### config.mk
export PLATFORM = sky130hd
export DESIGN_NAME = glr_color
export DESIGN_NICKNAME = d
export VERILOG_FILES = /design/src/rtl/glr_pkg.sv /design/src/rtl/glr_color.sv
export SDC_FILE = /design/constraint.sdc
export NUM_CORES = 2
export LEC_CHECK = 0
export ABC_AREA = 1
export BUFFER_PORTS_ARGS = -buffer_cell sky130_fd_sc_hd__buf_2
export CORE_ASPECT_RATIO = 1.1
export CORE_MARGIN = 2
export CORE_UTILIZATION = 56
export CTS_BUF_LIST = sky130_fd_sc_hd__clkbuf_4
export DETAILED_ROUTE_END_ITERATION = 16
export PLACE_DENSITY = 0.79
export SETUP_SLACK_MARGIN = 0.4
export SLEW_MARGIN = 5
export SYNTH_ARGS = -nofsm -noshare
export SYNTH_HDL_FRONTEND = slang
export SYNTH_SLANG_ARGS = --single-unit
### constraint.sdc
create_clock -name clk -period 60.8 [get_ports clk]
set_clock_uncertainty 0.1 [all_clocks]
set_input_delay 12.16 -clock clk [delete_from_list [all_inputs] [get_ports clk]]
set_output_delay 12.16 -clock clk [all_outputs]
set_load 0.05 [all_outputs]
### src/rtl/glr_pkg.sv
// Package with shared constants and the job type of the line rasterizer.
package glr_pkg;

  localparam int unsigned WIN_W_DEF = 1024;
  localparam int unsigned WIN_H_DEF = 1024;

  localparam logic KIND_LOAD = 1'b0;
  localparam logic KIND_STEP = 1'b1;

  localparam logic STATUS_PIXEL = 1'b0;
  localparam logic STATUS_ABORT = 1'b1;

  // One pixel job handed from the stepper to the color stage.
  typedef struct packed {
    logic        abort;
    logic        last;
    logic [10:0] px;
    logic [10:0] py;
    logic [23:0] c1;
    logic [23:0] c2;
    logic [12:0] num;
    logic [12:0] den;
  } glr_job_t;

endpackage

### src/rtl/glr_color.sv
// Back part: a queue stage feeding a pipelined per-channel divider for the color interpolation.
module glr_color (
  input  logic              clk,
  input  logic              rst_n,
  input  logic              job_valid,
  output logic              job_stall,
  input  glr_pkg::glr_job_t job,
  output logic              out_valid,
  input  logic              out_stall,
  output logic              out_status,
  output logic [10:0]       out_pixel_x,
  output logic [10:0]       out_pixel_y,
  output logic [23:0]       out_pixel_color,
  output logic              out_last
);

  localparam int unsigned NB = 13;
  localparam int unsigned NS = NB + 2;

  // Two-entry queue between the stepper and the divider.
  logic [1:0]        q_cnt_r;
  logic              q_wp_r, q_rp_r;
  glr_pkg::glr_job_t q_mem_r [2];
  logic              q_push, q_pop, q_empty;
  glr_pkg::glr_job_t head;

  // Stage 0 forms |(c2-c1)*num| and |den|; NB restoring stages then divide.
  logic [NS-1:0]      v_r;
  logic [20:0]        rem_r [NS][3];
  logic [20:0]        quo_r [NS][3];
  logic               neg_r [NS][3];
  logic [12:0]        den_r [NS];
  logic [7:0]         a_r   [NS][3];
  logic               same_r[NS];
  logic               zero_r[NS];
  logic               ab_r  [NS];
  logic               ls_r  [NS];
  logic [10:0]        px_r  [NS];
  logic [10:0]        py_r  [NS];

  logic adv;
  assign adv = !(out_stall && v_r[NS-1]);

  assign q_empty   = q_cnt_r == 2'd0;
  assign job_stall = q_cnt_r == 2'd2;
  assign q_push    = job_valid && !job_stall;
  assign q_pop     = adv && !q_empty;
  assign head      = q_mem_r[q_rp_r];

  always_ff @(posedge clk) begin
    if (!rst_n) begin
      q_cnt_r <= 2'd0;
      q_wp_r  <= 1'b0;
      q_rp_r  <= 1'b0;
    end else begin
      if (q_push) q_wp_r <= !q_wp_r;
      if (q_pop) q_rp_r <= !q_rp_r;
      q_cnt_r <= q_cnt_r + 2'(q_push) - 2'(q_pop);
    end
  end

  always_ff @(posedge clk) begin
    if (q_push) q_mem_r[q_wp_r] <= job;
  end

  assign out_valid  = v_r[NS-1];
  assign out_status = ab_r[NS-1] ? glr_pkg::STATUS_ABORT : glr_pkg::STATUS_PIXEL;
  assign out_last   = ls_r[NS-1];
  assign out_pixel_x = ab_r[NS-1] ? 11'd0 : px_r[NS-1];
  assign out_pixel_y = ab_r[NS-1] ? 11'd0 : py_r[NS-1];

  always_comb begin
    logic [7:0] ch [3];
    logic signed [9:0] q;
    for (int c = 0; c < 3; c++) begin
      q = neg_r[NS-1][c] ? -$signed({2'b0, quo_r[NS-1][c][7:0]})
                         : $signed({2'b0, quo_r[NS-1][c][7:0]});
      ch[c] = (same_r[NS-1] || zero_r[NS-1]) ? a_r[NS-1][c]
            : 8'(10'(a_r[NS-1][c]) + 10'(q));
    end
    out_pixel_color = ab_r[NS-1] ? 24'd0 : {ch[2], ch[1], ch[0]};
  end

  always_ff @(posedge clk) begin
    if (!rst_n) v_r <= '0;
    else if (adv) v_r <= {v_r[NS-2:0], !q_empty};
  end

  always_ff @(posedge clk) begin
    logic signed [9:0]  diff;
    logic signed [22:0] prod;
    logic [25:0]        trial;
    if (adv) begin
      for (int c = 0; c < 3; c++) begin
        diff = $signed({2'b0, head.c2[8*c +: 8]}) - $signed({2'b0, head.c1[8*c +: 8]});
        prod = 23'(diff) * 23'($signed(head.num));
        neg_r[0][c] <= prod[22] ^ head.den[12];
        rem_r[0][c] <= 21'(prod[22] ? -prod : prod);
        quo_r[0][c] <= '0;
        a_r[0][c]   <= head.c1[8*c +: 8];
      end
      den_r[0]  <= head.den[12] ? -head.den : head.den;
      same_r[0] <= head.c1 == head.c2;
      zero_r[0] <= head.den == '0;
      ab_r[0] <= head.abort; ls_r[0] <= head.last;
      px_r[0] <= head.px; py_r[0] <= head.py;
      for (int s = 1; s < NS; s++) begin
        for (int c = 0; c < 3; c++) begin
          a_r[s][c] <= a_r[s-1][c];
          neg_r[s][c] <= neg_r[s-1][c];
          if (s <= NB) begin
            trial = {5'b0, rem_r[s-1][c]} - (26'(den_r[s-1]) << (NB - s));
            if (!trial[25]) begin
              rem_r[s][c] <= trial[20:0];
              quo_r[s][c] <= quo_r[s-1][c] | (21'd1 << (NB - s));
            end else begin
              rem_r[s][c] <= rem_r[s-1][c];
              quo_r[s][c] <= quo_r[s-1][c];
            end
          end else begin
            rem_r[s][c] <= rem_r[s-1][c];
            quo_r[s][c] <= quo_r[s-1][c];
          end
        end
        den_r[s] <= den_r[s-1]; same_r[s] <= same_r[s-1]; zero_r[s] <= zero_r[s-1];
        ab_r[s] <= ab_r[s-1]; ls_r[s] <= ls_r[s-1];
        px_r[s] <= px_r[s-1]; py_r[s] <= py_r[s-1];
      end
    end
  end

  a_hold: assert property (@(posedge clk) disable iff (!rst_n)
    out_valid && out_stall |=> out_valid) else $error("result dropped while stalled");
  a_abort_zero: assert property (@(posedge clk) disable iff (!rst_n)
    out_valid && out_status == glr_pkg::STATUS_ABORT |-> out_last && out_pixel_color == 24'd0)
    else $error("bad abort result");
  a_queue_count: assert property (@(posedge clk) disable iff (!rst_n)
    q_cnt_r != 2'd3) else $error("queue overflow");

endmodule

## Word-level counts from Yosys, hierarchy flattened

Memory sizes are Yosys's and may differ from the RTL's. A register that Yosys moved wholly into a read port is not among the register bits.
Cells that the tools add are included.

| word-level totals | value |
|---|---|
| bits in registers | 19 |
| memory bits (writable) | 3,076 |
| input bits | 102 |
| output and inout port bits | 50 |
| word-level logic and storage cells | 498 |
| memories | 12 |

| operators by class | value |
|---|---|
| $add $sub $neg | 54 |
| multiply operators | 3 |
| equal/unequal tests | 2 |
| mux-type cells | 331 |
| bitwise gates (word level) | 81 |
| reductions and logical operators | 11 |

Memories:

| name | depth | width | read ports | clocked after memory_dff | write ports | line | source |
|---|---|---|---|---|---|---|---|
| quo_r | 15 | 63 | 15 | 0 | 15 | glr_color.sv:30 | `logic [20:0] quo_r [NS][3];` |
| rem_r | 15 | 63 | 14 | 0 | 15 | glr_color.sv:29 | `logic [20:0] rem_r [NS][3];` |
| a_r | 15 | 24 | 15 | 0 | 15 | glr_color.sv:33 | `logic [7:0] a_r [NS][3];` |
| q_mem_r | 2 | 98 | 1 | 1 | 1 | glr_color.sv:23 | `glr_pkg::glr_job_t q_mem_r [2];` |
| den_r | 15 | 13 | 14 | 0 | 15 | glr_color.sv:32 | `logic [12:0] den_r [NS];` |
| px_r | 15 | 11 | 15 | 0 | 15 | glr_color.sv:38 | `logic [10:0] px_r [NS];` |
| 6 more memories | -- | -- | -- | -- | -- | -- |  |

Operator list:

| operator | count |
|---|---|
| 21-bit 2-to-1 mux | 81 |
| 1-bit 2-to-1 mux | 240 |
| 1-bit bitwise OR | 78 |
| 21-bit by 25-bit subtractor with 26-bit output | 3 |
| 21-bit by 24-bit subtractor with 25-bit output | 3 |
| 21-bit by 23-bit subtractor with 24-bit output | 3 |
| 21-bit by 22-bit subtractor with 23-bit output | 3 |
| 9-bit by 13-bit multiplier with 22-bit output | 3 |
| 21-bit by 13-bit subtractor with 22-bit output | 3 |
| 21-bit by 14-bit subtractor with 22-bit output | 3 |
| 21-bit by 15-bit subtractor with 22-bit output | 3 |
| 21-bit by 16-bit subtractor with 22-bit output | 3 |
| 21-bit by 17-bit subtractor with 22-bit output | 3 |
| 21-bit by 18-bit subtractor with 22-bit output | 3 |
| 21-bit by 19-bit subtractor with 22-bit output | 3 |
| 21-bit by 20-bit subtractor with 22-bit output | 3 |
| 21-bit by 21-bit subtractor with 22-bit output | 3 |
| 21-bit negation | 3 |
| 8-bit 2-to-1 mux | 6 |
| 8-bit by 8-bit subtractor with 9-bit output | 3 |
| 8-bit adder | 3 |
| 24-bit == test | 1 |
| 24-bit 2-to-1 mux | 1 |
| 8-bit negation | 3 |
| 12 further kinds | 21 |

## Logic depth before layout (Yosys ltp)

An unclocked memory read counts as a cell.

| depth | value |
|---|---|
| depth after elaboration | 6 |
| gate-level depth with buffers | 45 |
| mapped depth without buffers | 43 |

## Least setup slack after synthesis

OpenSTA, ideal clock, no wires.

| timing path | value |
|---|---|
| kind | input to register |
| start point | input out_stall |
| end point | memory quo_r[10][24] (netlist name) (enable) |
| setup time | 1.562 ns |
| arrival | 36.041 ns |
| slack | 23.097 ns |
| stages on the path | 4 |
| buffers on the path | 3 |
| cell sequence | nand2_1 buf_2 buf_2 clkbuf_1 |

RTL lines:

| item | line | source |
|---|---|---|
| from (decl) | glr_color.sv:9 | `input logic out_stall,` |
| to (decl) | glr_color.sv:30 |  |

==> results.md <==
- Status: finished, final reports clean
- Synth warn: 0
- Placed cell count: around 12k
- Period utilization: 0.269
- Worst slew pin tran: between 1 and 1.5 ns
- Placement Rows: 170
- Hold Crit Class: flop to flop
- Top-area cell type share of the netlist area: 0.579
- Max incr delay on CP: approximately 0.40 ns
- Initial antenna violation count: 11
- Post-DP HPWL: 179 mm
- Hold Buf Count CTS: 0
- Ports: roughly 150
- FFs w/ async S/R, synth: 0
- Vias in the first global route: between 70k and 80k
- Netlist Area Pre-Place: roughly 110000 sq um
- Total congestion overflow: 0
- Final hold viol count: 0
- Gp weighted congestion: approximately 0.93
- Via count: between 70k and 80k
- Synth area leaders: edfxtp_1 (58%), ha_1 (7.6%), nand2_1 (6.2%)
- Crit path top cell by count: inv_1
- Post-CTS setup buffers: 0
- Skew-Pair Late Insertion Delay: 1.39 ns
- Post-synth cell types: 65
- Post-CTS sizing: 0
- PortBufs: approximately 150
- Setup TNS: 0 ns
- Share of layout cells above drive strength 1: 0.110
- Post-synth EDFFs: 2111
- WP data arrival: between 4 and 5 ns
- Worst setup path start: quo_r[14][42]$_DFFE_PN_
- Initial Utilization: 0.562
- GRT Resource Usage Total: 0.247
- Nets@finish: 11.3k
- Hold_sp: rem_r[4][0]$_DFFE_PP_
- DIE HEIGHT: ~470 um
- Post-Synthesis Cells: approximately 9.6k
- Commonest non-fill, non-tap cells in the layout: edfxtp_1 (2111), nand2_1 (1800), inv_1 (1137), nor2_1 (765), clkbuf_4 (764)
- Clock Tree Root: clkbuf_4
- Worst Path Max Fanout: 4
- CTS Buf Count: around 540
- Register bit total from synthesis: roughly 2.1k
- Die width: between 400 and 500 um
- CTS tree: yes
- Kind of critical path: flop to output pin
- Drt total wl: 244 mm
- Initial drt markers: roughly 5.4k
- Crit path max-delay cell type: edfxtp_1
- Maximum achievable frequency: between 60 and 70 MHz
- Crit end category: output pin
- Final setup fails: 0
- Finished Cell Area: approximately 120000 sq um
- Most common cell after layout, fill and taps aside: edfxtp_1
- Slew headroom: 0.140
- Max cap viols: 0
- Syn Area/Cell: roughly 11 sq um
- Final min period: between 15 and 20 ns
- Clock transition at the registers of the reported paths: 0.07 ns
- Sink Count: approximately 2.1k
- Sequential fraction of the synthesis area: 0.582
- Slew Limit Fails: 0
- Core area: a little under 200000 sq um
- Type of origin of the critical path: flop
- Layout Cells excl Fill: ~13k
- DR vias/cell: between 5 and 6
- DRC: 0
- Post-synth top area cell: edfxtp_1
- Largest net degree at the start of global routing: between 200 and 250
- CTS max path bufs: 4
- H-Tree Depth: 6
- TritonRoute pass-1 iters: 9
- Wire per inst: about 19 um
- Area Growth Syn to Fin: 9.40%
- Die ar.: 199000 sq um
- Critical path, cell by cell: inv_1 > ha_1 > inv_1 > nor2_1 > inv_1 > nand3_1 > o21ai_0 > ha_1 > nand2_1 > a21oi_1 > or2_2 > nand2_1 > nand2_1 > a21oi_1 > xnor2_1 > o21ai_0 > inv_1 > buf_2
- RSZ-0062 raised after global routing: no
- First-pass GRT wire length: 383 mm
- Detail Route Antenna Nets: 0
- Top_reg_cell synth: edfxtp_1
- Crit path required time: about 49 ns
- DP Area: 113000 sq um
- Syn Nets: ~11k
[worst paths after layout]
path	to	slack, ns	depth (start not counted)
max	out_pixel_color[6]	44.46	18
min	rem_r[5][0]$_DFFE_PP_	0.25	0
max reg2reg	rem_r[0][18]$_DFFE_PN_	51.31	35
min reg2reg	rem_r[5][0]$_DFFE_PP_	0.25	0
[final cells by class]
class,instances,area (sq um)
repair buffers,207,1240
flip-flops and latches,2131,63800
clock inverters,139,808
diodes,8,20.0
inverters,1159,4350
well taps,2580,3230
fillers,15100,75000
clock buffers,764,5740
multi-input cells,6160,40700
[synth_stat cells (74+ instances only)]
master       n
a21oi_1    582
edfxtp_1  2111
fa_1       336
ha_1       669
inv_1     1138
nand2_1   1802
nand3_1    292
nand4_1     74
nor2_1     768
o21ai_0    617
xnor2_1    223
xor2_1     259
[metal layers]
metal  global-route usage  wire, um  up-vias
li1                     -         -    34600
met1                0.282     91800    33300
met2                0.434    124000     2322
met3               0.0484     14400      689
met4                0.139     13800        8
met5                    0        48        -
[through the flow]
stage / setup WS, ns / utilization / hold WS (ns)
6_report: 44.46 / 0.615 / 0.249
3_5_place_dp: 44.42 / 0.581 / 0.305
4_1_cts: 44.26 / 0.615 / 0.235
5_1_grt: 44.07 / 0.615 / 0.242
3_3_place_gp: 44.55 / 0.581 / 0.300
2_1_floorplan: 23.10 / - / 0.300
[logic make-up (layout without fill, tap and decap cells)]
group / Yosys count / in the layout / share of synthesized area
other: 0 / 8 / 0
AND/OR/NAND/NOR: 3191 / 3191 / 0.120
flip-flops: 2131 / 2131 / 0.582
AO/OA/AOI/OAI: 1467 / 1467 / 0.0726
XOR/XNOR: 483 / 483 / 0.0387
adder cells (fa/ha/maj): 1005 / 1005 / 0.138
multiplexers: 14 / 14 / 0.00133
buffers and inverters: 1320 / 2269 / 0.0468
[registers in the layout (all words and copies together), names as in the netlist, named ones only]
name and flops:
ls_r 15, neg_r 45, zero_r 15, py_r 165
q_mem_r 196, ab_r 15, rem_r 819, den_r 169
q_cnt_r 2, a_r 360, v_r 15, q_rp_r 1
same_r 15, px_r 165, q_wp_r 1, quo_r 132
[worst max-delay path, delay by kind of cell (launching register included)]
family                   cells  cell delay (ns)
adder cells (fa/ha/maj)      2             0.51
AND/OR/NAND/NOR              6             0.65
flip-flops                   1             0.40
buffers and inverters        5             0.55
XOR/XNOR                     1             0.14
AO/OA/AOI/OAI                4             0.47
Power is not shown: default switching activity piles up to over one toggle a cycle in this logic, so the estimate is an artifact.
