## src/rtl/glr_pkg.sv

```systemverilog
// Package with shared constants and the job type of the line rasterizer.
package glr_pkg;

  localparam int unsigned WIN_W_DEF = 1024;
  localparam int unsigned WIN_H_DEF = 1024;

  localparam logic KIND_LOAD = 1'b0;
  localparam logic KIND_STEP = 1'b1;

  localparam logic STATUS_PIXEL = 1'b0;
  localparam logic STATUS_ABORT = 1'b1;

  // One pixel job handed from the stepper to the color stage.
  typedef struct packed {
    logic        abort;
    logic        last;
    logic [10:0] px;
    logic [10:0] py;
    logic [23:0] c1;
    logic [23:0] c2;
    logic [12:0] num;
    logic [12:0] den;
  } glr_job_t;

endpackage

```

## src/rtl/glr_stepper.sv

```systemverilog
// Front part: accepts load and step transfers, holds the line state and issues pixel jobs.
module glr_stepper #(
  parameter int unsigned WIN_W = glr_pkg::WIN_W_DEF,
  parameter int unsigned WIN_H = glr_pkg::WIN_H_DEF
) (
  input  logic               clk,
  input  logic               rst_n,
  input  logic               in_valid,
  output logic               in_stall,
  input  logic               in_kind,
  input  logic signed [11:0] in_x_start,
  input  logic signed [11:0] in_y_start,
  input  logic signed [11:0] in_x_end,
  input  logic signed [11:0] in_y_end,
  input  logic [23:0]        in_color_start,
  input  logic [23:0]        in_color_end,
  output logic               job_valid,
  input  logic               job_stall,
  output glr_pkg::glr_job_t  job
);

  localparam logic signed [13:0] WW = 14'(WIN_W);
  localparam logic signed [13:0] WH = 14'(WIN_H);

  logic               active_r;
  logic signed [11:0] cur_x_r, cur_y_r, stop_x_r, stop_y_r, org_x_r, org_y_r;
  logic signed [13:0] dx_r, dy_r, err_r;
  logic               sx_r, sy_r;
  logic [23:0]        c1_r, c2_r;

  logic               take;
  logic signed [13:0] dxl, dyl, maj, nerr;
  logic signed [13:0] ncx, ncy;
  logic               inside_ok, xmajor;

  function automatic logic in_win(input logic signed [11:0] x, input logic signed [11:0] y,
                                  input logic signed [13:0] w, input logic signed [13:0] h);
    in_win = (x >= 0) && (14'(x) < w) && (y >= 0) && (14'(y) < h);
  endfunction

  assign in_stall = job_stall;
  assign take = in_valid && !in_stall;

  always_comb begin
    dxl = (in_x_end > in_x_start) ? 14'(in_x_end) - 14'(in_x_start)
                                  : 14'(in_x_start) - 14'(in_x_end);
    dyl = (in_y_end > in_y_start) ? 14'(in_y_end) - 14'(in_y_start)
                                  : 14'(in_y_start) - 14'(in_y_end);
    maj = (dxl > dyl) ? dxl : -dyl;
    maj = (maj < 0) ? -((-maj) >>> 1) : (maj >>> 1);
    inside_ok = in_win(cur_x_r, cur_y_r, WW, WH) && in_win(stop_x_r, stop_y_r, WW, WH);
    xmajor = dx_r > dy_r;
    nerr = err_r;
    ncx = 14'(cur_x_r);
    ncy = 14'(cur_y_r);
    if (err_r > -dx_r) begin
      nerr = nerr - dy_r;
      ncx = sx_r ? ncx - 14'sd1 : ncx + 14'sd1;
    end
    if (err_r < dy_r) begin
      nerr = nerr + dx_r;
      ncy = sy_r ? ncy - 14'sd1 : ncy + 14'sd1;
    end
  end

  always_ff @(posedge clk) begin
    if (!rst_n) begin
      active_r  <= 1'b0;
      job_valid <= 1'b0;
    end else if (!job_stall) begin
      job_valid <= 1'b0;
      if (take && in_kind == glr_pkg::KIND_LOAD) begin
        active_r <= (in_x_start != in_x_end) || (in_y_start != in_y_end);
        cur_x_r <= in_x_start; org_x_r <= in_x_start;
        cur_y_r <= in_y_start; org_y_r <= in_y_start;
        stop_x_r <= in_x_end; stop_y_r <= in_y_end;
        c1_r <= in_color_start; c2_r <= in_color_end;
        dx_r <= dxl; dy_r <= dyl;
        sx_r <= !(in_x_start < in_x_end);
        sy_r <= !(in_y_start < in_y_end);
        err_r <= maj;
      end else if (take && active_r) begin
        job_valid <= 1'b1;
        job.c1 <= c1_r;
        job.c2 <= c2_r;
        job.px <= cur_x_r[10:0];
        job.py <= cur_y_r[10:0];
        job.num <= xmajor ? 13'(14'(cur_x_r) - 14'(org_x_r))
                          : 13'(14'(cur_y_r) - 14'(org_y_r));
        job.den <= xmajor ? 13'(14'(stop_x_r) - 14'(org_x_r))
                          : 13'(14'(stop_y_r) - 14'(org_y_r));
        if (!inside_ok) begin
          job.abort <= 1'b1;
          job.last <= 1'b1;
          active_r <= 1'b0;
        end else begin
          job.abort <= 1'b0;
          err_r <= nerr;
          cur_x_r <= ncx[11:0];
          cur_y_r <= ncy[11:0];
          job.last <= (ncx[11:0] == stop_x_r) && (ncy[11:0] == stop_y_r);
          if ((ncx[11:0] == stop_x_r) && (ncy[11:0] == stop_y_r)) active_r <= 1'b0;
        end
      end
    end
  end

  a_abort_last: assert property (@(posedge clk) disable iff (!rst_n)
    job_valid && job.abort |-> job.last) else $error("abort without last");
  a_idle_after_abort: assert property (@(posedge clk) disable iff (!rst_n)
    $rose(job_valid) && job.abort |-> !active_r) else $error("line active after abort");
  a_last_ends: assert property (@(posedge clk) disable iff (!rst_n)
    $rose(job_valid) && job.last |-> !active_r) else $error("line active after last");

endmodule

```

## config.mk

```make
export PLATFORM = sky130hd
export DESIGN_NAME = glr_stepper
export DESIGN_NICKNAME = d
export VERILOG_FILES = /design/src/rtl/glr_pkg.sv /design/src/rtl/glr_stepper.sv
export SDC_FILE = /design/constraint.sdc
export NUM_CORES = 1
export LEC_CHECK = 0
export ABC_CLOCK_PERIOD_IN_PS = 22200
export BUFFER_PORTS_ARGS = -buffer_cell sky130_fd_sc_hd__buf_4
export CORE_UTILIZATION = 60
export CTS_CLUSTER_SIZE = 28
export DETAILED_ROUTE_END_ITERATION = 8
export PLACE_DENSITY = 0.81
export RECOVER_POWER = 25
export SLEW_MARGIN = 20
export SYNTH_ARGS = -nofsm -noshare
export SYNTH_HDL_FRONTEND = slang
export SYNTH_SLANG_ARGS = --single-unit
```

## constraint.sdc

```tcl
create_clock -name clk -period 22.2 [get_ports clk]
set_clock_uncertainty 0.05 [all_clocks]
set_input_delay 3.33 -clock clk [delete_from_list [all_inputs] [get_ports clk]]
set_output_delay 3.33 -clock clk [all_outputs]
set_load 0.05 [all_outputs]
```

# Word level (Yosys, flattened, before mapping)
# Cells that the tools add are included.
# classes
n_eq_ne,5
magnitude_cmp,17
reduce_logical,21
bitwise,3
addsub,18
n_mux,28
# ops
operator,n
$mux W14,9
$mux W12,10
$sub A12 B12 Y13,8
$ge A12 B1 Y1 const B,4
$lt A12 B12 Y1 const B,4
$gt A14 B14 Y1,3
$neg A14 Y14,3
$mux W13,2
$add A12 B2 Y12 const B,2
$eq A12 B12 Y1,2
$gt A12 B12 Y1,2
$lt A12 B12 Y1,2
$ne A12 B12 Y1,2
$sub A12 B2 Y12 const B,2
$add A14 B14 Y14,1
$lt A14 B1 Y1 const B,1
$lt A14 B14 Y1,1
$neg A13 Y14,1
$sub A14 B14 Y14,1
$logic_and A1 B1 Y1,11
$reduce_and A4 Y1,2
$mux W1,6
$reduce_and A3 Y1,2
$reduce_bool A2 Y1,2
5 further kinds,9
# totals
elab_cells,115
reg_bits,264
input_bits,101

# Logic depth before layout (Yosys ltp)
# Gate-level depths: netlist (run 1).
# depth
ltp_word,9
depth_mapped,38

# Worst setup path before layout (run 1)
# No wires, ideal clock.
# synth_path
kind,input to register
start,input port in_x_start[3]
end,register err_r[11] (data pin)
path_slack_ns,11.350
arrival_time_ns,10.538
t_required_ns,21.889
path_buffers,4
stages,35
path_cell_list,inv_1 -> ha_1 -> clkbuf_1 -> a21o_1 -> a21oi_1 -> a2111oi_2 -> o21ai_1 -> clkbuf_1 -> mux2_2 -> a21oi_1 -> xnor2_1 -> inv_1 -> ha_1 -> nand2_1 -> nor3_1 -> a21bo_2 -> mux2i_2 -> a31oi_2 -> nand2_2 -> buf_2 -> clkbuf_1 -> nor2_1 -> a21oi_1 -> ha_1 -> inv_1 -> nor3_1 -> nand4_1 -> nor2_1 -> nand2_1 -> o21ai_0 -> nand4bb_1 -> a2111oi_4 -> a21bo_1 -> xor2_1 -> a2bb2oi_1
# synth_via
elab_chain_cells,8
# synth_lines
element,line,source
start: declaration,glr_stepper.sv:11,"input logic signed [11:0] in_x_start,"
$sub A12 B12 Y13 (tied with other cells),glr_stepper.sv:46,: 14'(in_x_start) - 14'(in_x_end);
$mux W14 (*),glr_stepper.sv:45,dxl = (in_x_end > in_x_start) ? 14'(in_x_end) - 14'(in_x_start)
net dxl[11],glr_stepper.sv:32,"logic signed [13:0] dxl, dyl, maj, nerr;"
$gt A14 B14 Y1,glr_stepper.sv:49,maj = (dxl > dyl) ? dxl : -dyl;
$mux W14 (*),glr_stepper.sv:49,
$neg A14 Y14,glr_stepper.sv:50,maj = (maj < 0) ? -((-maj) >>> 1) : (maj >>> 1);
$neg A13 Y14,glr_stepper.sv:50,
$mux W14 (*),glr_stepper.sv:50,
$mux W14 (*),glr_stepper.sv:72,if (take && in_kind == glr_pkg::KIND_LOAD) begin
end signal: assignment,glr_stepper.sv:81,err_r <= maj;
end signal: assignment,glr_stepper.sv:98,err_r <= nerr;
end: declaration,glr_stepper.sv:27,"logic signed [13:0] dx_r, dy_r, err_r;"
# Mark *: on every way through the listed nets, which the timed path passes. The rest lies on a longest branch.
# A chain may end at the register's enable or synchronous reset.

# Worst setup path after layout (run 1)
# layout_path
start,input port in_y_start[11]
end,register err_r[11] (data pin)
# layout_via
elab_chain_cells,8
# layout_lines
element,line,source
start: declaration,glr_stepper.sv:12,"input logic signed [11:0] in_y_start,"
$gt A12 B12 Y1 (*),glr_stepper.sv:47,dyl = (in_y_end > in_y_start) ? 14'(in_y_end) - 14'(in_y_start)
$mux W14 (*),glr_stepper.sv:47,
net dyl[5],glr_stepper.sv:32,
$neg A14 Y14 or $gt A14 B14 Y1 (tied branches),glr_stepper.sv:49,
$mux W14 (*),glr_stepper.sv:49,
$neg A14 Y14,glr_stepper.sv:50,
$neg A13 Y14,glr_stepper.sv:50,
$mux W14 (*),glr_stepper.sv:50,
$mux W14 (*),glr_stepper.sv:72,
# Marks and branches as above.

==> reports/qor.log, run 1 <==
INFO  timing         smallest_setup_slack_after_layout=10.16ns
INFO  setup_path     worst_ep_required_time=22.45ns
INFO  clock_network  clk-insertion-delay-late=0.56ns
INFO  final_layout   antennaDiodeCount=0
INFO  route          routed_via_density=6.138
INFO  place          hpwlAfterDp=41.19mm
INFO  route          drt-total-wl=53.08mm
INFO  final_layout   drive_gt1_frac=0.1306
INFO  logic_synthesis postSynthNetCount=2,143
INFO  logic_synthesis number_of_enable_flip_flop_cells_after_synthesis=260
INFO  route          drt.antenna.violating_nets=0
INFO  place          placed_cells_incl_taps=2,404
INFO  global_routing grt.overflow.total=0
INFO  place          place_worst_setup_slack=10.13ns
INFO  clock_network  cts_setup_buffers=0
INFO  timing         timing.final.setup_violations=0
INFO  setup_path     worst_path_largest_cell_delay=0.67ns
INFO  route          wl_met2=25.01mm
INFO  clock_network  cts.path.max_buffers=3
INFO  floorplanning  chipHeight=179um
INFO  floorplanning  io_pins=201
INFO  floorplanning  design.die.area=32,040squm
INFO  global_routing vias_in_the_first_global_route=14,540
INFO  route          dr_total_vias=15,070
INFO  final_layout   finish.net_count=2,338
INFO  clock_network  ctsHoldBuffers=0
INFO  clock_network  clock_sinks=262
INFO  logic_synthesis synth.area.top_cells=sky130_fd_sc_hd__edfxtp_1 (42%), sky130_fd_sc_hd__ha_1 (12%), sky130_fd_sc_hd__xnor2_1 (4.8%), sky130_fd_sc_hd__inv_1 (3.6%), sky130_fd_sc_hd__a21oi_1 (3.6%)
INFO  route          met3_layer_wire_length_in_the_routed_design=4.343mm
INFO  global_routing grtUsageTotal=0.3297
INFO  logic_synthesis netlist_top_cells_count=sky130_fd_sc_hd__edfxtp_1 (260), sky130_fd_sc_hd__ha_1 (187), sky130_fd_sc_hd__inv_1 (181)
INFO  logic_synthesis netlist.area_leader.share=0.4153
INFO  timing         hold_slack=0.3646ns
INFO  clock_network  htree_levels=1
INFO  clock_network  clkSlewWorstSetupHoldPaths=0.07ns
INFO  floorplanning  placementRows=64
INFO  timing         drv_slew=0
INFO  route          wl_met1=21.97mm
INFO  clock_network  post_cts.resized_instances=0
INFO  clock_network  tritoncts_clock_tree=yes
INFO  setup_path     critical_path.endpoint_type=flop
INFO  timing         worstMarginPinSlew=0.9524ns
INFO  final_layout   sequential_cell_area=7848squm
INFO  logic_synthesis register_area_share_after_synthesis=0.4175
INFO  power          power.ir.vdd_worst=0.00006469V
INFO  timing         final.period_utilization=0.5425
INFO  setup_path     top_cell_by_count_worst_path=sky130_fd_sc_hd__inv_1
INFO  place          numPortBuffers=200
INFO  route          avgRoutedWirePerCell=21.62um
INFO  route          drt_pre_antenna_iters=7
INFO  logic_synthesis synth_seq_cells=262
INFO  logic_synthesis mappedNetlistArea=18,800squm
INFO  setup_path     critPathMaxFanout=27
INFO  final_layout   area_growth_syn_to_layout=14.78%
INFO  logic_synthesis top_cell_type_by_total_area_after_synthesis=sky130_fd_sc_hd__edfxtp_1
INFO  power          total_leakage_power=9.052nW
INFO  timing         fin_tns_setup=0ns
INFO  route          highest_layer=met4
INFO  global_routing pin_count_of_the_biggest_net_entering_global_routing=76
INFO  place          routabilityCongestion=0.9696
INFO  logic_synthesis synth_flop_cell=sky130_fd_sc_hd__edfxtp_1
INFO  timing         fmax=83.03MHz
INFO  timing         final.min_clock_period=12.04ns
INFO  setup_path     startpoint_type=primary input
INFO  setup_path     timing_worst_setup_path_type=primary input to flop
INFO  clock_network  cts_made_buffers=28
INFO  setup_path     crit_slowest_cell=sky130_fd_sc_hd__xnor2_1
INFO  final_layout   finish.cell_count_without_fillers=2,455
INFO  clock_network  clockRootBuffer=sky130_fd_sc_hd__clkbuf_16
INFO  route          first_iter_violations=1,251
INFO  route          detail_route.drc_violations=0
INFO  floorplanning  dieWidth=179um
INFO  timing         maxSlewHeadroom=0.3650
INFO  run_status     run_status=finished clean
INFO  logic_synthesis post_synth.cell_area_avg=10.20squm
INFO  setup_path     reg2reg_slack=15.21ns
INFO  floorplanning  floorplan.core_area=30,670squm
INFO  job            cap_violations=0
INFO  global_routing antenna_violations_before_repair=0
INFO  logic_synthesis yosysWarningCount=0
INFO  power          power.density=74.24nW/um^2
INFO  timing         grt_setup_unrepaired=no
INFO  final_layout   multi_input_comb_area=10,110squm
INFO  final_layout   fillers=2,278
INFO  final_layout   final_core_utilization=0.7035
INFO  min_path       min-delay-path-class=flop to flop
INFO  logic_synthesis yosysMostFrequentCell=sky130_fd_sc_hd__edfxtp_1
INFO  logic_synthesis count_of_distinct_cell_types_in_the_synthesized_netlist=89
INFO  logic_synthesis synthArstFlopShare=0
INFO  setup_path     cp.arrival=12.29ns
INFO  logic_synthesis netlist_instances=1,843
INFO  floorplanning  initial_util=0.6129
INFO  timing         hold_violations=0
INFO  global_routing grt_first_pass_wirelength=80.14mm
-- where the power goes --
part	leakage, nW	internal (W)	total, W	switching, W
Sequential	2.36	0.000563	0.000573	0.0000103
Clock	0.461	0.000277	0.000487	0.000210
Combinational	6.23	0.000203	0.000541	0.000339
Total	9.05	0.00104	0.00160	0.000559
-- stage by stage --
stage / power [W] / area, sq um
floorplan: 0.0009658 / 18800
global placement: 0.001113 / 20740
detailed placement: 0.001117 / 20770
CTS: 0.001600 / 21720
global route: 0.001672 / 21580
finish: 0.001602 / 21580
-- worst max-delay path, delay by kind of cell --
family	cells	cell delay (ns)
buffers and inverters	5	1.02
and+or+nand+nor	11	2.81
AOI/OAI and AO/OA	9	2.94
adders and majority gates	3	1.22
muxes	1	0.14
xor gates and xnor gates	2	0.81
-- metal layers --
layer,vias to the layer above,GRT usage
li1,7118,-
met2,616,0.5529
met1,7217,0.4311
met5,-,0
met3,117,0.05492
met4,0,0.1102
-- registers in the layout, summed over array words and instances, names as in the netlist, 12 cells and up --
signal / cells
stop_x_r: 12
job: 98
org_y_r: 12
dx_r: 13
cur_y_r: 12
dy_r: 13
org_x_r: 12
err_r: 14
c1_r: 24
stop_y_r: 12
cur_x_r: 12
c2_r: 24
-- cell families (layout without fill, tap and decap cells) --
kind of cell | after synthesis | after routing | synth area share
AND/OR/NAND/NOR | 460 | 460 | 0.1219
flip-flops | 262 | 262 | 0.4175
adder cells (fa/ha/maj) | 199 | 199 | 0.1372
AO/OA/AOI/OAI | 466 | 466 | 0.1631
multiplexers | 65 | 65 | 0.03601
buffers and inverters | 233 | 449 | 0.04812
XOR/XNOR | 158 | 158 | 0.07615
-- cell type report --
type | instances | area share
clock inverter | 21 | 0.01044
tap | 396 | 0.02296
inverter | 184 | 0.03201
multi-input combinational | 1348 | 0.4685
clock buffer | 30 | 0.03381
sequential | 262 | 0.3637
timing repair buffer | 214 | 0.06860
-- worst paths after layout --
path / from / end / cells after the start
setup reg to reg: dx_r[4] / err_r[13] / 30
hold / removal: c1_r[12] / job[62] / 0
setup / recovery: in_y_start[11] / err_r[11] / 31
hold reg to reg: c1_r[12] / job[62] / 0
-- cell usage in the layout, fill, tap and decap left out, types with 18 or more instances in the layout --
cell,n
sky130_fd_sc_hd__nor2b_1,30
sky130_fd_sc_hd__nand2b_1,37
sky130_fd_sc_hd__a21o_1,65
sky130_fd_sc_hd__a31oi_1,18
sky130_fd_sc_hd__edfxtp_1,260
sky130_fd_sc_hd__nand3_1,42
sky130_fd_sc_hd__a211oi_1,22
sky130_fd_sc_hd__clkbuf_16,29
sky130_fd_sc_hd__a21oi_1,133
sky130_fd_sc_hd__ha_1,187
sky130_fd_sc_hd__nand4_1,25
sky130_fd_sc_hd__xor2_1,52
sky130_fd_sc_hd__clkbuf_4,45
sky130_fd_sc_hd__o21ai_0,92
sky130_fd_sc_hd__inv_1,181
sky130_fd_sc_hd__mux2i_1,55
sky130_fd_sc_hd__clkbuf_1,40
sky130_fd_sc_hd__xnor2_1,102
sky130_fd_sc_hd__o21bai_1,23
sky130_fd_sc_hd__nor2_1,112
sky130_fd_sc_hd__nor3_1,32
sky130_fd_sc_hd__nand2_1,104
sky130_fd_sc_hd__buf_4,129
Note: power is estimated with default switching activity, not from simulation.
==> inputs of run 2 (changes only) <==
--- a/config.mk
+++ b/config.mk
@@ -5,12 +5,12 @@
 export SDC_FILE = /design/constraint.sdc
 export NUM_CORES = 1
 export LEC_CHECK = 0
-export ABC_CLOCK_PERIOD_IN_PS = 22200
+export ABC_CLOCK_PERIOD_IN_PS = 10900
 export BUFFER_PORTS_ARGS = -buffer_cell sky130_fd_sc_hd__buf_4
-export CORE_UTILIZATION = 60
+export CORE_UTILIZATION = 55
 export CTS_CLUSTER_SIZE = 28
 export DETAILED_ROUTE_END_ITERATION = 8
-export PLACE_DENSITY = 0.81
+export PLACE_DENSITY = 0.78
 export RECOVER_POWER = 25
 export SLEW_MARGIN = 20
 export SYNTH_ARGS = -nofsm -noshare
==> constraint.sdc (replaced) <==
create_clock -name clk -period 10.9 [get_ports clk]
set_clock_uncertainty 0.05 [all_clocks]
set_input_delay 1.635 -clock clk [delete_from_list [all_inputs] [get_ports clk]]
set_output_delay 1.635 -clock clk [all_outputs]
set_load 0.05 [all_outputs]
==> run 2 against run 1 <==
  * Die area rose by 9.0%
  * Via count rose by 0.68%
  * Cell area rose by 0.72%
  * Largest cell class unchanged
  * Critical path depth fell by 1
  * Worst hold slack improved by 0.0012 ns
  * Count of clock-buffer cells in the layout rose by 4
  * Sequential cell count did not move
  * Register-to-register slack got worse by 11 ns
  * First-iteration DRC count fell by 11%
  * Sequential power rose by 100%
  * Wire length barely moved
==> reports/qor.log, run 2 (same netlist as run 1, synthesis figures left out) <==
INFO  run_status     run_status=finished clean
INFO  setup_path     critical_path.endpoint_type=flop
INFO  power          clk_pwr_share=0.317 [+0.013]
INFO  floorplanning  placementRows=67 [+4.7%]
INFO  final_layout   largest-register=job
INFO  final_layout   antennaDiodeCount=0 [unchanged]
INFO  power          seq_power_share=0.351 [-0.007]
INFO  setup_path     top_cell_by_count_worst_path=sky130_fd_sc_hd__inv_1
INFO  power          comb_power_share=0.332 [-0.006]
INFO  timing         fin_tns_setup=0ns [unchanged]
INFO  clock_network  clockRootBuffer=sky130_fd_sc_hd__clkbuf_16
INFO  clock_network  ctsHoldBuffers=0 [unchanged]
INFO  setup_path     critPathMaxFanout=13 [-52%]
INFO  job            cap_violations=0 [unchanged]
INFO  final_layout   final_common_cell=sky130_fd_sc_hd__edfxtp_1
INFO  power          total_leakage_power=9.098nW [+0.51%]
INFO  global_routing pin_count_of_the_biggest_net_entering_global_routing=76 [unchanged]
INFO  power          switching_share=0.3393 [-0.009649]
INFO  timing         final.min_clock_period=9.793ns
INFO  global_routing grt.overflow.total=0 [unchanged]
INFO  setup_path     timing_worst_setup_path_type=primary input to flop
INFO  route          detail_route.drc_violations=0 [unchanged]
INFO  setup_path     worst_ep_required_time=11.16ns [-11.29 ns]
INFO  setup_path     ff2ff_path_depth=29 [-3.3%]
INFO  final_layout   fillers=2,697 [+18%]
INFO  route          drt.antenna.violating_nets=0 [unchanged]
INFO  setup_path     reg2reg_slack=4.16ns [-11.05 ns]
INFO  timing         smallest_setup_slack_after_layout=1.107ns [-9.049 ns]
INFO  floorplanning  io_pins=201 [unchanged]
INFO  timing         drv_slew=0 [unchanged]
INFO  setup_path     startpoint_type=primary input
INFO  route          routed_via_density=6.037 [-1.6%]
INFO  power          power.ir.vdd_worst=0.0001334V [+110%]
INFO  floorplanning  initial_util=0.5592 [-0.05373]
INFO  final_layout   final_core_utilization=0.6465 [-0.05701]
INFO  global_routing antenna_violations_before_repair=0 [unchanged]
INFO  floorplanning  floorplan.core_area=33,620squm [+9.6%]
INFO  timing         maxSlewHeadroom=0.2857 [-0.07931]
INFO  clock_network  cts_setup_buffers=0 [unchanged]
INFO  clock_network  htree_levels=1 [unchanged]
INFO  clock_network  cts.path.max_buffers=3 [unchanged]
INFO  setup_path     crit_slowest_cell=sky130_fd_sc_hd__xnor2_1
INFO  final_layout   drive_gt1_frac=0.1303 [-0.0003796]
INFO  timing         hold_violations=0 [unchanged]
INFO  clock_network  tritoncts_clock_tree=yes
INFO  timing         grt_setup_unrepaired=no
INFO  clock_network  cts_made_buffers=30 [+7.1%]
INFO  final_layout   finish.cell_count_without_fillers=2,513 [+2.4%]
INFO  global_routing vias_in_the_first_global_route=14,980 [+3.0%]
INFO  min_path       timing.hold.worst.start=c1_r[18]
INFO  floorplanning  dieWidth=186.9um [+4.4%]
INFO  setup_path     timing.rr.end=err_r[13]
INFO  final_layout   largest_register_ff_count=98 [unchanged]
INFO  route          drt_pre_antenna_iters=5 [-2]
INFO  clock_network  clkSlewWorstSetupHoldPaths=0.06ns [about the same]
INFO  setup_path     cp.arrival=10.05ns [-2.24 ns]
INFO  global_routing grtUsageTotal=0.3008 [-0.02882]
INFO  place          place_worst_setup_slack=0.8930ns [-9.236 ns]
INFO  route          first_iter_violations=1,116 [-11%]
INFO  floorplanning  design.die.area=34,920squm [+9.0%]
INFO  place          placed_cells_incl_taps=2,458 [+2.2%]
INFO  clock_network  clk-insertion-delay-late=0.56ns [about the same]
INFO  timing         worstMarginPinSlew=1.060ns [+0.1074 ns]
INFO  place          numPortBuffers=200 [unchanged]
INFO  setup_path     worst_path_largest_cell_delay=0.64ns [-0.03 ns]
INFO  setup_path     timing.critical_path.from=in_y_start[11]
INFO  timing         final.period_utilization=0.8984
INFO  power          power.internal=0.002200W [+110%]
INFO  route          avgRoutedWirePerCell=21.11um [-2.4%]
INFO  setup_path     timing.critical_path.to=err_r[11]
INFO  place          hpwlAfterDp=40.78mm [-0.99%]
INFO  final_layout   commonest_cells_after_routing_fill_and_taps_aside=sky130_fd_sc_hd__edfxtp_1 (260), sky130_fd_sc_hd__ha_1 (187), sky130_fd_sc_hd__inv_1 (181), sky130_fd_sc_hd__a21oi_1 (133), sky130_fd_sc_hd__buf_4 (131)
INFO  final_layout   area_growth_syn_to_layout=15.61%
INFO  timing         timing.final.setup_violations=0 [unchanged]
INFO  place          routabilityCongestion=0.9527 [-1.7%]
INFO  route          drt-total-wl=53.05mm [about the same]
INFO  setup_path     worst_r2r_start=dx_r[4]
INFO  final_layout   largestRegisters=job x98, c1_r x24, c2_r x24
INFO  power          net-switching-power=0.001130W [+100%]
INFO  final_layout   sequential_cell_area=7848squm [unchanged]
INFO  clock_network  clock_sinks=262 [unchanged]
INFO  final_layout   multi_input_comb_area=10,110squm [unchanged]
INFO  power          power.density=153.2nW/um^2 [+110%]
INFO  min_path       worstHoldPathCells=0 [unchanged]
INFO  global_routing grt_first_pass_wirelength=82.37mm [+2.8%]
INFO  timing         fmax=102.1MHz
INFO  clock_network  post_cts.resized_instances=0 [unchanged]
INFO  route          dr_total_vias=15,170 [+0.68%]
INFO  final_layout   finish.net_count=2,343 [+0.21%]
INFO  min_path       min-delay-path-class=flop to flop
INFO  floorplanning  chipHeight=186.9um [+4.4%]
==> run 2: cell count changes in the layout (fill, tap and decap cells not counted), sizes merged <==
cell      previous run  this run
inv                190       187
buf                130       132
clkinv               9        10
bufinv               3         5
clkbuf             114       119
clkinvlp             3         2
==> run 2: metrics by stage <==
step / hold slack [ns] / total power, W / cell area, sq um
after floorplan: 0.3503 / 0.001967 / 18800
after global placement: 0.3501 / 0.002258 / 20830
after detailed placement: 0.3545 / 0.002274 / 20830
after CTS: 0.3671 / 0.003331 / 21860
after global routing: 0.3705 / 0.003474 / 21730
final: 0.3658 / 0.003330 / 21730
==> run 2: how the worst min path moves through the flow <==
| stage | endpoint | slack (ns) |
|---|---|---|
| finish | job[68] | 0.37 |
| global route | job[58] | 0.37 |
| CTS | job[68] | 0.37 |
| detailed placement | job[31] | 0.35 |
| global placement | job[26] | 0.35 |
| floorplan | job[26] | 0.35 |
==> run 2: area by class of cell <==
cell class                 instances  share of cell area
clock buffer                      34             0.03621
sequential                       262              0.3611
tap                              448             0.02579
clock inverter                    20             0.01123
timing repair buffer             217             0.06880
multi-input combinational       1348              0.4651
inverter                         184             0.03178
==> run 2: metal layers <==
layer,wire [um],part of all wire,vias up,track usage
met5,0,0,-,0
met1,21660,0.41,7257,0.3907
met2,25160,0.47,666,0.5093
met4,2212,0.042,0,0.1248
li1,-,-,7125,-
met3,4020,0.076,122,0.03734
==> run 2: power groups by stage <==
stage	Sequential (W)	Clock [W]	Combinational [W]
global placement	0.00119	0	0.00107
detailed placement	0.00119	0	0.00108
floorplan	0.00118	0	0.000782
finish	0.00117	0.00106	0.00111
global route	0.00117	0.00110	0.00120
CTS	0.00117	0.00107	0.00109
==> run 2: worst max-delay path, delay by kind of cell <==
kind	cells	cell delay, ns
AO/OA/AOI/OAI	9	2.68
AND/OR/NAND/NOR	9	2.25
adder cells (fa/ha/maj)	3	1.20
buffers and inverters	5	1.04
XOR/XNOR	2	0.78
multiplexers	2	0.45
==> inputs of run 3 (changes only) <==
--- a/config.mk
+++ b/config.mk
@@ -6,10 +6,10 @@
 export NUM_CORES = 1
 export LEC_CHECK = 0
 export ABC_CLOCK_PERIOD_IN_PS = 10900
-export BUFFER_PORTS_ARGS = -buffer_cell sky130_fd_sc_hd__buf_4
-export CORE_UTILIZATION = 55
+export CORE_UTILIZATION = 59
 export CTS_CLUSTER_SIZE = 28
 export DETAILED_ROUTE_END_ITERATION = 8
+export DONT_BUFFER_PORTS = 1
 export PLACE_DENSITY = 0.78
 export RECOVER_POWER = 25
 export SLEW_MARGIN = 20
==> run 3 against run 2 <==
  * First-iteration DRC count is 14% higher
  * Sequential power hardly changed
  * Total power is 2.5% lower
  * Utilization is 0.82 points higher
  * Count of clock-buffer cells in the layout stayed put
  * Global-route usage is 0.81 points higher
  * Wire length is 4.8% lower
  * Register-to-register slack worse by 0.28 ns
  * Via count is 7.1% lower
  * Cell area is 6.6% lower
==> reports/qor.log, run 3 (same netlist as run 1, synthesis figures left out) <==
INFO  run_status     run_status=finished clean
INFO  route          drt.antenna.violating_nets=0 [unchanged]
INFO  place          placed_cell_areas=19,290squm [-7.4%]
INFO  final_layout   finish.net_count=2,146 [-8.4%]
INFO  route          detail_route.drc_violations=0 [unchanged]
INFO  place          routabilityCongestion=0.9787 [+2.7%]
INFO  setup_path     critical_path.endpoint_type=flop
INFO  job            cap_violations=0 [unchanged]
INFO  clock_network  clkSlewWorstSetupHoldPaths=0.06ns [about the same]
INFO  floorplanning  design.die.area=32,580squm [-6.7%]
INFO  timing         hold_slack=0.3629ns [-0.002931 ns]
INFO  final_layout   area_growth_syn_to_layout=7.941%
INFO  timing         fin_tns_setup=0ns [unchanged]
INFO  timing         fmax=106.2MHz [+4.0%]
INFO  final_layout   largest_register_ff_count=98 [unchanged]
INFO  clock_network  cts.path.max_buffers=3 [unchanged]
INFO  timing         drv_slew=0 [unchanged]
INFO  power          total_leakage_power=8.287nW [-8.9%]
INFO  clock_network  clk-insertion-delay-late=0.56ns [about the same]
INFO  timing         final.period_utilization=0.8637 [-0.03477]
INFO  min_path       min-delay-path-class=flop to flop
INFO  timing         final.min_clock_period=9.414ns [-0.3790 ns]
INFO  floorplanning  initial_util=0.6066 [+0.04739]
INFO  route          dr_total_vias=14,100 [-7.1%]
INFO  final_layout   finish.cell_count_without_fillers=2,262 [-10%]
INFO  final_layout   commonest_cells_after_routing_fill_and_taps_aside=sky130_fd_sc_hd__edfxtp_1 (260), sky130_fd_sc_hd__ha_1 (187), sky130_fd_sc_hd__inv_1 (181), sky130_fd_sc_hd__a21oi_1 (133), sky130_fd_sc_hd__nor2_1 (112)
INFO  global_routing grt.overflow.total=0 [unchanged]
INFO  place          hpwlAfterDp=39.25mm [-3.8%]
INFO  route          routed_via_density=6.233 [+3.2%]
INFO  setup_path     cp.arrival=9.65ns [-0.40 ns]
INFO  route          first_iter_violations=1,269 [+14%]
INFO  clock_network  clock_sinks=262 [unchanged]
INFO  setup_path     timing_worst_setup_path_type=primary input to flop
INFO  floorplanning  floorplan.core_area=30,990squm [-7.8%]
INFO  clock_network  post_cts.resized_instances=0 [unchanged]
INFO  route          drt_pre_antenna_iters=5 [unchanged]
INFO  clock_network  clockRootBuffer=sky130_fd_sc_hd__clkbuf_16
INFO  clock_network  htree_levels=1 [unchanged]
INFO  global_routing antenna_violations_before_repair=0 [unchanged]
INFO  clock_network  cts_setup_buffers=0 [unchanged]
INFO  timing         hold_violations=0 [unchanged]
INFO  setup_path     crit_slowest_cell=sky130_fd_sc_hd__o21ai_1
INFO  setup_path     critPathMaxFanout=9 [-4]
INFO  floorplanning  placementRows=64 [-4.5%]
INFO  global_routing grt_first_pass_wirelength=77.72mm [-5.6%]
INFO  setup_path     timing.critical_path.from=in_x_start[3]
INFO  min_path       timing.hold.worst.start=c1_r[18]
INFO  setup_path     startpoint_type=primary input
INFO  final_layout   final_common_cell=sky130_fd_sc_hd__edfxtp_1
INFO  clock_network  tritoncts_clock_tree=yes
INFO  power          power.density=160.1nW/um^2 [+4.5%]
INFO  global_routing grtUsageTotal=0.3089 [+0.008099]
INFO  clock_network  cts_made_buffers=29 [-3.3%]
INFO  place          placed_cells_incl_taps=2,210 [-10%]
INFO  setup_path     worst_r2r_start=dx_r[5]
INFO  setup_path     worst_path_largest_cell_delay=0.73ns [+0.09 ns]
INFO  floorplanning  io_pins=201 [unchanged]
INFO  timing         worstMarginPinSlew=0.9621ns [-0.09776 ns]
INFO  final_layout   largestRegisters=job x98, c1_r x24, c2_r x24
INFO  power          power.ir.vdd_worst=0.0001296V [-2.8%]
INFO  timing         grt_setup_unrepaired=no
INFO  floorplanning  dieWidth=180.5um [-3.4%]
INFO  place          numPortBuffers=0 [-100%]
INFO  floorplanning  chipHeight=180.5um [-3.4%]
INFO  timing         timing.final.setup_violations=0 [unchanged]
INFO  route          drt-total-wl=50.51mm [-4.8%]
INFO  timing         maxSlewHeadroom=0.3586 [+0.07290]
INFO  final_layout   antennaDiodeCount=0 [unchanged]
INFO  final_layout   layout.cell_area.non_filler=20,290squm [-6.6%]
INFO  final_layout   drive_gt1_frac=0.05895 [-0.07132]
INFO  global_routing vias_in_the_first_global_route=13,670 [-8.7%]
INFO  global_routing pin_count_of_the_biggest_net_entering_global_routing=81 [+6.6%]
INFO  clock_network  ctsHoldBuffers=0 [unchanged]
INFO  final_layout   largest-register=job
INFO  route          avgRoutedWirePerCell=22.33um [+5.8%]
INFO  setup_path     worst_ep_required_time=11.13ns [-0.03 ns]
run 3: report_power, final:
part | switching [W] | internal [W] | leakage, nW
clock network | 0.000400 | 0.000606 | 0.473
registers | 0.0000255 | 0.00115 | 2.36
logic | 0.000664 | 0.000405 | 5.45
run 3: path summary, 6_finish.rpt:
path	depth (start not counted)	slack, ns	end
setup / recovery	32	1.49	err_r[11]
hold / removal	0	0.36	job[68]
setup reg to reg	30	3.88	err_r[13]
hold reg to reg	0	0.36	job[68]
run 3: area by class of cell:
cell class / count / area [sq um]
clock buffers: 34 / 744.5
clock inverters: 17 / 226.5
fillers: 2419 / 10700
inverters: 184 / 690.7
multi-input cells: 1348 / 10110
flip-flops and latches: 262 / 7848
well taps: 396 / 495.5
repair buffers: 21 / 177.7
run 3: critical path: cells and delay by family:
family | cells | cell delay, ns
AOI/OAI and AO/OA | 13 | 3.77
and+or+nand+nor | 8 | 1.65
adders and majority gates | 3 | 0.97
buffers and inverters | 4 | 0.62
muxes | 2 | 0.59
xor gates and xnor gates | 2 | 0.41
run 3: metal layers:
layer | GRT usage | wire length, um | up-vias
met4 | 0.1070 | 1767 | 0
met3 | 0.06609 | 4525 | 109
met1 | 0.4016 | 20540 | 6699
met2 | 0.5109 | 23680 | 574
li1 | - | - | 6716
met5 | 0 | 0 | -
run 3: stage by stage:
| step | power, W | setup WS [ns] | util |
|---|---|---|---|
| 2_1_floorplan | 0.001967 | 1.745 | - |
| 3_3_place_gp | 0.002232 | 1.355 | 0.6225 |
| 3_5_place_dp | 0.002241 | 1.067 | 0.6225 |
| 4_1_cts | 0.003246 | 1.626 | 0.6539 |
| 5_1_grt | 0.003405 | 0.8809 | 0.6548 |
| 6_report | 0.003248 | 1.486 | 0.6548 |
